--- src/lfu_pkg.sv ---
// Shared constants, codes and types of the frequency-ordered cache table.
package lfu_pkg;

  localparam int DEF_ENTRIES    = 16;
  localparam int DEF_COUNT_BITS = 16;

  localparam int DATA_W = 32;
  localparam int CAP_W  = 5;

  localparam logic [CAP_W-1:0]  CAP_RESET  = 5'd16;
  localparam logic [DATA_W-1:0] MISS_VALUE = 32'hFFFF_FFFF;
  localparam logic [DATA_W-1:0] NO_KEY     = 32'h0000_0000;

  localparam logic KIND_GET = 1'b0;
  localparam logic KIND_PUT = 1'b1;

  // Verdict of the compare unit on one stored entry.
  typedef struct packed {
    logic key_match;
    logic beats_victim;
  } pick_t;

endpackage

--- src/lfu_pick.sv ---
// Compare unit: judges one stored entry against the request key and the victim so far.
module lfu_pick #(
  parameter int COUNT_BITS = lfu_pkg::DEF_COUNT_BITS,
  parameter int RANK_W     = 4
) (
  input  logic [lfu_pkg::DATA_W-1:0] req_key,
  input  logic [lfu_pkg::DATA_W-1:0] entry_key,
  input  logic [COUNT_BITS-1:0]      entry_count,
  input  logic [RANK_W-1:0]          entry_rank,
  input  logic                       have_victim,
  input  logic [COUNT_BITS-1:0]      victim_count,
  input  logic [RANK_W-1:0]          victim_rank,
  output lfu_pkg::pick_t             verdict
);
  import lfu_pkg::*;

  // Lower count wins; among equal counts the older entry (larger rank) wins.
  always_comb begin
    verdict.key_match    = (entry_key == req_key);
    verdict.beats_victim = !have_victim
                           || (entry_count < victim_count)
                           || ((entry_count == victim_count) && (entry_rank > victim_rank));
  end

endmodule

--- src/lfu_cache_table.sv ---
// Top level of the frequency-ordered key/value cache table.
//
// A fully associative cache of ENTRIES key/value pairs that evicts the least
// frequently used entry, and the least recently used one among equal counts.
// Every request beat (get or put) gives exactly one result beat. A request is
// handled one at a time: a scan sweeps the entry memory one entry per cycle
// through its single read port, feeding a shared compare unit that finds the
// key match, counts occupancy, picks the victim and the lowest free slot. A
// hit or a put that changes the table is then followed by a second sweep of
// the same port that rewrites the recency ranks and the touched entry. A get
// that misses is answered after the scan alone, and any request with a
// capacity of zero is answered without a sweep. The request channel opens
// again in the cycle after the result is staged. A finished result sits in
// an output register, so the next request beat is taken while it waits. The
// capacity register is written through its own channel whenever the block is
// idle; a pending capacity beat holds off the request channel, so a write
// and a request offered together take effect in that order. Values above
// ENTRIES act as ENTRIES, and zero turns the cache off.
module lfu_cache_table #(
  parameter int ENTRIES    = lfu_pkg::DEF_ENTRIES,
  parameter int COUNT_BITS = lfu_pkg::DEF_COUNT_BITS
) (
  input  logic                              clk,
  input  logic                              rst,
  // Request channel.
  input  logic                              in_valid,
  output logic                              in_stall,
  input  logic                              kind,
  input  logic signed [lfu_pkg::DATA_W-1:0] key,
  input  logic signed [lfu_pkg::DATA_W-1:0] put_value,
  // Result channel.
  output logic                              out_valid,
  input  logic                              out_stall,
  output logic                              hit,
  output logic signed [lfu_pkg::DATA_W-1:0] read_value,
  output logic                              evicted,
  output logic signed [lfu_pkg::DATA_W-1:0] evicted_key,
  // Capacity register write channel.
  input  logic                              cfg_valid,
  output logic                              cfg_ready,
  input  logic [lfu_pkg::CAP_W-1:0]         cfg_data
);
  import lfu_pkg::*;

  localparam int RANK_W = (ENTRIES > 1) ? $clog2(ENTRIES) : 1;
  localparam int IDX_W  = RANK_W;
  localparam int CNT_W  = $clog2(ENTRIES + 1);
  localparam int CMP_W  = (CNT_W > CAP_W) ? CNT_W : CAP_W;

  localparam logic [CNT_W-1:0]      N_ENT     = CNT_W'(ENTRIES);
  localparam logic [COUNT_BITS-1:0] COUNT_MAX = '1;
  localparam logic [COUNT_BITS-1:0] COUNT_ONE = COUNT_BITS'(1);

  typedef struct packed {
    logic [DATA_W-1:0]     key;
    logic [DATA_W-1:0]     data;
    logic [COUNT_BITS-1:0] count;
    logic [RANK_W-1:0]     rank;
  } entry_t;

  typedef enum logic [2:0] {
    S_IDLE,
    S_SCAN,
    S_DECIDE,
    S_UPDATE,
    S_RESP
  } state_t;

  state_t state;

  // Capacity register.
  logic [CAP_W-1:0] cap_reg;

  // Entry storage: valid bits in flops, everything else in one memory.
  logic [ENTRIES-1:0] valid;
  entry_t             mem [ENTRIES];
  entry_t             rd_q;
  logic [IDX_W-1:0]   rd_addr;
  logic               mem_we;
  entry_t             wr_ent;

  // Latched request.
  logic              req_kind;
  logic [DATA_W-1:0] req_key;
  logic [DATA_W-1:0] req_val;

  // Sweep control: cnt issues addresses, pend marks read data arriving.
  logic [CNT_W-1:0] cnt;
  logic             pend;
  logic [IDX_W-1:0] pend_idx;

  // Scan findings.
  logic [CNT_W-1:0] used;
  logic             found;
  logic [IDX_W-1:0] found_idx;
  entry_t           found_ent;
  logic             have_vic;
  logic [IDX_W-1:0] vic_idx;
  entry_t           vic_ent;
  logic             have_free;
  logic [IDX_W-1:0] free_idx;

  // Update plan for the rewrite sweep.
  logic [IDX_W-1:0]  target;
  entry_t            new_ent;
  logic [RANK_W-1:0] thr;
  logic              fill_all;

  // Staged result.
  logic              res_hit;
  logic [DATA_W-1:0] res_rd;
  logic              res_ev;
  logic [DATA_W-1:0] res_evk;

  pick_t                 pk;
  logic                  full;
  logic [COUNT_BITS-1:0] hit_count;
  logic [RANK_W-1:0]     rank_inc;

  assign in_stall  = rst || (state != S_IDLE) || cfg_valid;
  assign cfg_ready = !rst && (state == S_IDLE);
  assign rd_addr   = cnt[IDX_W-1:0];
  assign mem_we    = (state == S_UPDATE) && pend;

  // The table counts as full when occupancy reaches the capacity or the
  // physical size, which also covers capacities above ENTRIES.
  assign full = (CMP_W'(used) >= CMP_W'(cap_reg)) || (used == N_ENT);

  assign hit_count = (found_ent.count == COUNT_MAX) ? found_ent.count
                                                    : found_ent.count + COUNT_ONE;
  assign rank_inc  = rd_q.rank + RANK_W'(1);

  lfu_pick #(
    .COUNT_BITS (COUNT_BITS),
    .RANK_W     (RANK_W)
  ) u_pick (
    .req_key      (req_key),
    .entry_key    (rd_q.key),
    .entry_count  (rd_q.count),
    .entry_rank   (rd_q.rank),
    .have_victim  (have_vic),
    .victim_count (vic_ent.count),
    .victim_rank  (vic_ent.rank),
    .verdict      (pk)
  );

  // During the rewrite sweep the target gets its new contents; every other
  // valid entry younger than the threshold (or all of them on a plain fill)
  // ages by one rank.
  always_comb begin
    wr_ent = rd_q;
    if (pend_idx == target) begin
      wr_ent = new_ent;
    end else if (valid[pend_idx] && (fill_all || (rd_q.rank < thr))) begin
      wr_ent.rank = rank_inc;
    end
  end

  always_ff @(posedge clk) begin
    if (mem_we) begin
      mem[pend_idx] <= wr_ent;
    end
    rd_q <= mem[rd_addr];
  end

  always_ff @(posedge clk) begin
    if (rst) begin
      state     <= S_IDLE;
      cap_reg   <= CAP_RESET;
      valid     <= '0;
      out_valid <= 1'b0;
      cnt       <= '0;
      pend      <= 1'b0;
      found     <= 1'b0;
      have_vic  <= 1'b0;
      have_free <= 1'b0;
      used      <= '0;
    end else begin
      // In S_RESP the output register is handled by the state itself.
      if (out_valid && !out_stall && (state != S_RESP)) begin
        out_valid <= 1'b0;
      end

      if (cfg_valid && cfg_ready) begin
        cap_reg <= cfg_data;
      end

      case (state)
        S_IDLE: begin
          if (in_valid && !in_stall) begin
            req_kind  <= kind;
            req_key   <= key;
            req_val   <= put_value;
            res_hit   <= 1'b0;
            res_rd    <= MISS_VALUE;
            res_ev    <= 1'b0;
            res_evk   <= NO_KEY;
            cnt       <= '0;
            pend      <= 1'b0;
            found     <= 1'b0;
            have_vic  <= 1'b0;
            have_free <= 1'b0;
            used      <= '0;
            state     <= (cap_reg == '0) ? S_RESP : S_SCAN;
          end
        end

        S_SCAN: begin
          if (cnt < N_ENT) begin
            cnt <= cnt + CNT_W'(1);
          end
          pend     <= (cnt < N_ENT);
          pend_idx <= cnt[IDX_W-1:0];
          if (pend) begin
            if (valid[pend_idx]) begin
              used <= used + CNT_W'(1);
              if (!found && pk.key_match) begin
                found     <= 1'b1;
                found_idx <= pend_idx;
                found_ent <= rd_q;
              end
              if (pk.beats_victim) begin
                have_vic <= 1'b1;
                vic_idx  <= pend_idx;
                vic_ent  <= rd_q;
              end
            end else if (!have_free) begin
              have_free <= 1'b1;
              free_idx  <= pend_idx;
            end
          end
          if ((cnt == N_ENT) && !pend) begin
            state <= S_DECIDE;
          end
        end

        S_DECIDE: begin
          cnt  <= '0;
          pend <= 1'b0;
          if (found) begin
            res_hit <= 1'b1;
            if (req_kind == KIND_GET) begin
              res_rd <= found_ent.data;
            end
            target        <= found_idx;
            new_ent.key   <= found_ent.key;
            new_ent.data  <= (req_kind == KIND_PUT) ? req_val : found_ent.data;
            new_ent.count <= hit_count;
            new_ent.rank  <= '0;
            thr           <= found_ent.rank;
            fill_all      <= 1'b0;
            state         <= S_UPDATE;
          end else if (req_kind == KIND_PUT) begin
            new_ent.key   <= req_key;
            new_ent.data  <= req_val;
            new_ent.count <= COUNT_ONE;
            new_ent.rank  <= '0;
            if (full) begin
              // Reuse the victim's slot; entries older than it keep rank.
              res_ev   <= 1'b1;
              res_evk  <= vic_ent.key;
              target   <= vic_idx;
              thr      <= vic_ent.rank;
              fill_all <= 1'b0;
            end else begin
              target          <= free_idx;
              valid[free_idx] <= 1'b1;
              thr             <= '0;
              fill_all        <= 1'b1;
            end
            state <= S_UPDATE;
          end else begin
            state <= S_RESP;
          end
        end

        S_UPDATE: begin
          if (cnt < N_ENT) begin
            cnt <= cnt + CNT_W'(1);
          end
          pend     <= (cnt < N_ENT);
          pend_idx <= cnt[IDX_W-1:0];
          if ((cnt == N_ENT) && !pend) begin
            state <= S_RESP;
          end
        end

        S_RESP: begin
          if (!out_valid || !out_stall) begin
            out_valid   <= 1'b1;
            hit         <= res_hit;
            read_value  <= res_rd;
            evicted     <= res_ev;
            evicted_key <= res_evk;
            state       <= S_IDLE;
          end
        end

        default: begin
          state <= S_IDLE;
        end
      endcase
    end
  end

  // A request beat closes the request channel until its result is staged.
  a_busy_after_accept: assert property (@(posedge clk) disable iff (rst)
    in_valid && !in_stall |=> in_stall)
    else $error("request taken while a request was in flight");

  // A result never both hits and evicts.
  a_hit_evict_excl: assert property (@(posedge clk) disable iff (rst)
    out_valid |-> !(hit && evicted))
    else $error("result reports a hit and an eviction");

  // An eviction only comes from a put, whose read value is the miss value.
  a_evict_is_put: assert property (@(posedge clk) disable iff (rst)
    out_valid && evicted |-> read_value == MISS_VALUE)
    else $error("eviction with a read value");

  // A put that misses into a table with room must have found a free slot.
  a_free_slot: assert property (@(posedge clk) disable iff (rst)
    state == S_DECIDE && !found && req_kind == KIND_PUT && !full |-> have_free)
    else $error("no free slot although the table is not full");

  // Occupancy never exceeds the physical size.
  a_used_bound: assert property (@(posedge clk) disable iff (rst)
    state == S_DECIDE |-> used <= N_ENT)
    else $error("occupancy count out of range");

endmodule

--- config.mk ---
export PLATFORM = sky130hd
export DESIGN_NAME = lfu_cache_table
export DESIGN_NICKNAME = d
export VERILOG_FILES = /design/src/lfu_pkg.sv /design/src/lfu_pick.sv /design/src/lfu_cache_table.sv
export SDC_FILE = /design/constraint.sdc
export NUM_CORES = 2
export LEC_CHECK = 0
export BUFFER_PORTS_ARGS = -buffer_cell sky130_fd_sc_hd__buf_4
export CAP_MARGIN = 40
export CORE_ASPECT_RATIO = 1.1
export CORE_MARGIN = 5
export CORE_UTILIZATION = 55
export CTS_CLUSTER_DIAMETER = 120
export CTS_CLUSTER_SIZE = 40
export DETAILED_ROUTE_END_ITERATION = 7
export GPL_TIMING_DRIVEN = 0
export PLACE_DENSITY = 0.77
export SLEW_MARGIN = 25
export SYNTH_ARGS = -nofsm -noshare
export SYNTH_HDL_FRONTEND = slang
export SYNTH_SLANG_ARGS = --single-unit
--- constraint.sdc ---
create_clock -name clk -period 10.2 [get_ports clk]
set_input_delay 0.51 -clock clk [delete_from_list [all_inputs] [get_ports clk]]
set_output_delay 0.51 -clock clk [all_outputs]
set_load 0.01 [all_outputs]
==> run_results.csv <==
group,metric,value,unit
finish,multiInputGateArea,14400,µm²
finish,design_area,80000,µm²
synthesis,synth.area.top_cells,"edfxtp_1 75%, mux4_2 13%, dfxtp_1 3.5%, mux2_2 2.3%, ha_1 0.60%",
synthesis,yosysMostFrequentCell,"edfxtp_1",
pwr,vdd_drop_max,0.151,mV
routing,wirelength,163000,µm
synthesis,async_reset_ff_share,0,%
floorplan,core_area,128000,µm²
routing,ant_nets,0,
finish,drive_gt1_share,29.7,%
synthesis,yosysWarnings,0,
clock_network,clock-root-buffer,"clkbuf_16",
synthesis,synthSimpleGateAreaFrac,2.05,%
sta,fin_crit_sh,40.4,%
synthesis,ys_seq_area_share,78.9,%
routing,num_vias,33700,
global_route,antenna_found_initial,6,
floorplan,ios,144,
flow_run,drv_cap,0,
finish,reg.largest.list,"mem x1344, found_ent x84, rd_q x84",
sta,fin_skew,59.6,ps
synthesis,syn_area,71000,µm²
global_route,grt_pass1_vias,34000,
synthesis,ys.flop_type,"edfxtp_1",
synthesis,ys_ff_latch,1905,
synthesis,synthMuxAreaShare,15.9,%
routing,wl_per_cell,30.7,µm
routing,drt_pre_antenna_iters,5,
hold_path,min_path_type,"primary input to register",
sta,max_slew_margin,36.1,%
pwr,power.switching,3.48,mW
synthesis,synth_compound_area_share,0.902,%
synthesis,synth_top_area_share,75.4,%
global_route,track_usage,23.8,%
critical_path,rr_startpoint,"state[2]",
synthesis,synth_top_family_by_area,"multiplexers",
synthesis,syn_inst,3112,
sta,slew_viol_final,0,
finish,fin_nets,3698,
sta,rsz0062_at_grt,"false",
critical_path,worst-path-max-fanout,27,
floorplan,die_x,353,µm
floorplan,die_y,387,µm
hold_path,hold_start,"cfg_valid",
critical_path,endpoint_kind,"register",
synthesis,synth_xor_area_share,0.605,%
pwr,p_comb_share,14.8,%
routing,via_per_inst,6.34,
pwr,power_density,182,nW/µm²
routing,drcViolationCount,0,
synthesis,synthAdderAreaFrac,0.599,%
place,place_hpwl,109000,µm
finish,n_fill_cell,8293,
finish,largest_reg_flops,1344,
sta,min_period,4120,ps
critical_path,path_class,"register to register",
synthesis,synthDistinctLibCells,62,
clock_network,cts_tree,"built",
pwr,swShare,23.9,%
floorplan,start_util,55.3,%
synthesis,synth_area_leader_cell,"edfxtp_1",
clock_network,cts.repair.resized,0,
sta,final-hold-violation-count,0,
pwr,total_power,14.5,mW
pwr,p_clk_share,22.0,%
clock_network,path_clk_slew,150,ps
global_route,grt_max_degree,45,
finish,largest_register,"mem",
critical_path,worstSetupStartpointType,"register",
clock_network,cts.sinks,1905,
clock_network,numCtsBuffers,54,
finish,fin_util,62.2,%
critical_path,crit_path_start,"state[2]",
pwr,power_frac_seq,63.2,%
pwr,leakagePower,24.7,nW
pwr,p_int,11.0,mW
place,dp.cells,5126,
finish,areaGrowthSynthToFinish,12.6,%
synthesis,yosys-top-cells-count,"1782 x edfxtp_1, 424 x mux4_2, 143 x mux2_2, 123 x dfxtp_1, 78 x clkbuf_1",
outcome,outcome,"finished clean",
critical_path,cp.required,10640,ps
sta,clock.fmax,242,MHz
sta,tns,0,ps
place,io_buffer_count,142,
finish,fin_cells,5313,
sta,setup_viol,0,
synthesis,postSynthAreaPerCell,22.8,µm²
global_route,grt_pass1_wl,237000,µm
clock_network,clk_path_buf_depth,3,
place,gp_congestion,0.796,
global_route,overflow,0,
synthesis,synth_fp_nets,3221,
routing,drt_iter0_markers,4768,
clock_network,clkLatencyLatePin,740,ps
synthesis,synth_edf_count,1782,
floorplan,rows,138,
sta,tightest_slew,958,ps
critical_path,cp.arrival,4560,ps
place,dpl-instance-area,77500,µm²
floorplan,dieArea,136000,µm²
clock_network,h-tree-depth,2,
finish,regArea,56000,µm²
## power groups by stage
stage	Sequential [mW]	Clock, mW	Combinational, mW
final	9.18	3.20	2.14
after global placement	9.37	0	1.99
after floorplan	9.29	0	1.47
after detailed placement	9.36	0	2.12
after global routing	9.20	3.52	2.30
after CTS	9.18	3.23	2.15
## cells by family (layout without fill, tap and decap cells)
logic type / after synthesis / count (layout)
xor+xnor: 49 / 49
flops: 1905 / 1905
buf+inv: 188 / 708
simple gates: 263 / 263
mux: 578 / 578
fa+ha+maj: 34 / 34
other cells: 0 / 1
compound gates: 95 / 95
## cell type report
type | count | share of cell area, %
antenna | 1 | 0.00313
tap | 1680 | 2.63
clock inverter | 5 | 0.113
buffer | 141 | 0.790
sequential | 1905 | 70.0
timing repair buffer | 421 | 6.33
multi-input combinational | 1019 | 18.0
inverter | 47 | 0.221
clock buffer | 94 | 1.90
## metal layers
layer  vias to the layer above  GRT usage [%]  wire length (µm)  share of wire, %
li1                      13700              -                 -                 -
met1                     17700           34.4             60600                37
met2                      2059           39.0             80700                49
met3                       200           4.03             17800                11
met4                         0           5.67              4250               2.6
met5                         -              0                 0                 0
## repair_timing
| item | 4_1_cts | 5_1_grt |
|---|---|---|
| buffers inserted | 0 | 0 |
| hold buffers | 70 | 0 |
| endpoints found under the hold margin | 70 | 0 |
## critical path, cell delays in order, from the launching register on
cell,delay [ps]
dfxtp_1,330
buf_2,240
nor4_4,100
and3_1,200
buf_6,200
nor2_1,450
nand3_1,730
nor3_4,810
buf_6,280
buf_6,210
buf_6,220
## placed cells by master (no fill, tap or decap), types with 10 or more instances in the layout
| cell type | count |
|---|---|
| nor2_4 | 14 |
| mux2_2 | 143 |
| ha_1 | 34 |
| buf_2 | 55 |
| xor2_1 | 24 |
| nor2_1 | 35 |
| buf_6 | 67 |
| dfxtp_1 | 123 |
| mux2i_1 | 10 |
| dlygate4sd3_1 | 70 |
| a21oi_1 | 18 |
| buf_4 | 196 |
| mux4_2 | 424 |
| edfxtp_1 | 1782 |
| nand2_1 | 40 |
| buf_16 | 53 |
| nand4_1 | 14 |
| buf_12 | 32 |
| inv_1 | 47 |
| clkbuf_16 | 55 |
| nor3_1 | 15 |
| xnor2_1 | 25 |
| and2_1 | 34 |
| nand2b_1 | 50 |
| clkbuf_1 | 109 |
| nand3_1 | 13 |
| o21ai_0 | 18 |
## worst paths after layout
kind                                        end  cells after the start  slack (ps)
worst max register to register    found_ent[40]                     10        6080
worst min register to register  evicted_key[25]                      0         430
worst min-delay path                 cap_reg[4]                      4         100
worst max-delay path              found_ent[40]                     10        6080
## metrics by stage
| step | hold slack [ps] | worst slack [ps] |
|---|---|---|
| 2_1_floorplan | 400 | 2560 |
| 3_3_place_gp | 403 | -5540 |
| 3_5_place_dp | 405 | 6040 |
| 4_1_cts | 53.5 | 6060 |
| 5_1_grt | 100 | 5910 |
| 6_report | 97.6 | 6080 |
Note: power is estimated with default switching activity, not from simulation.
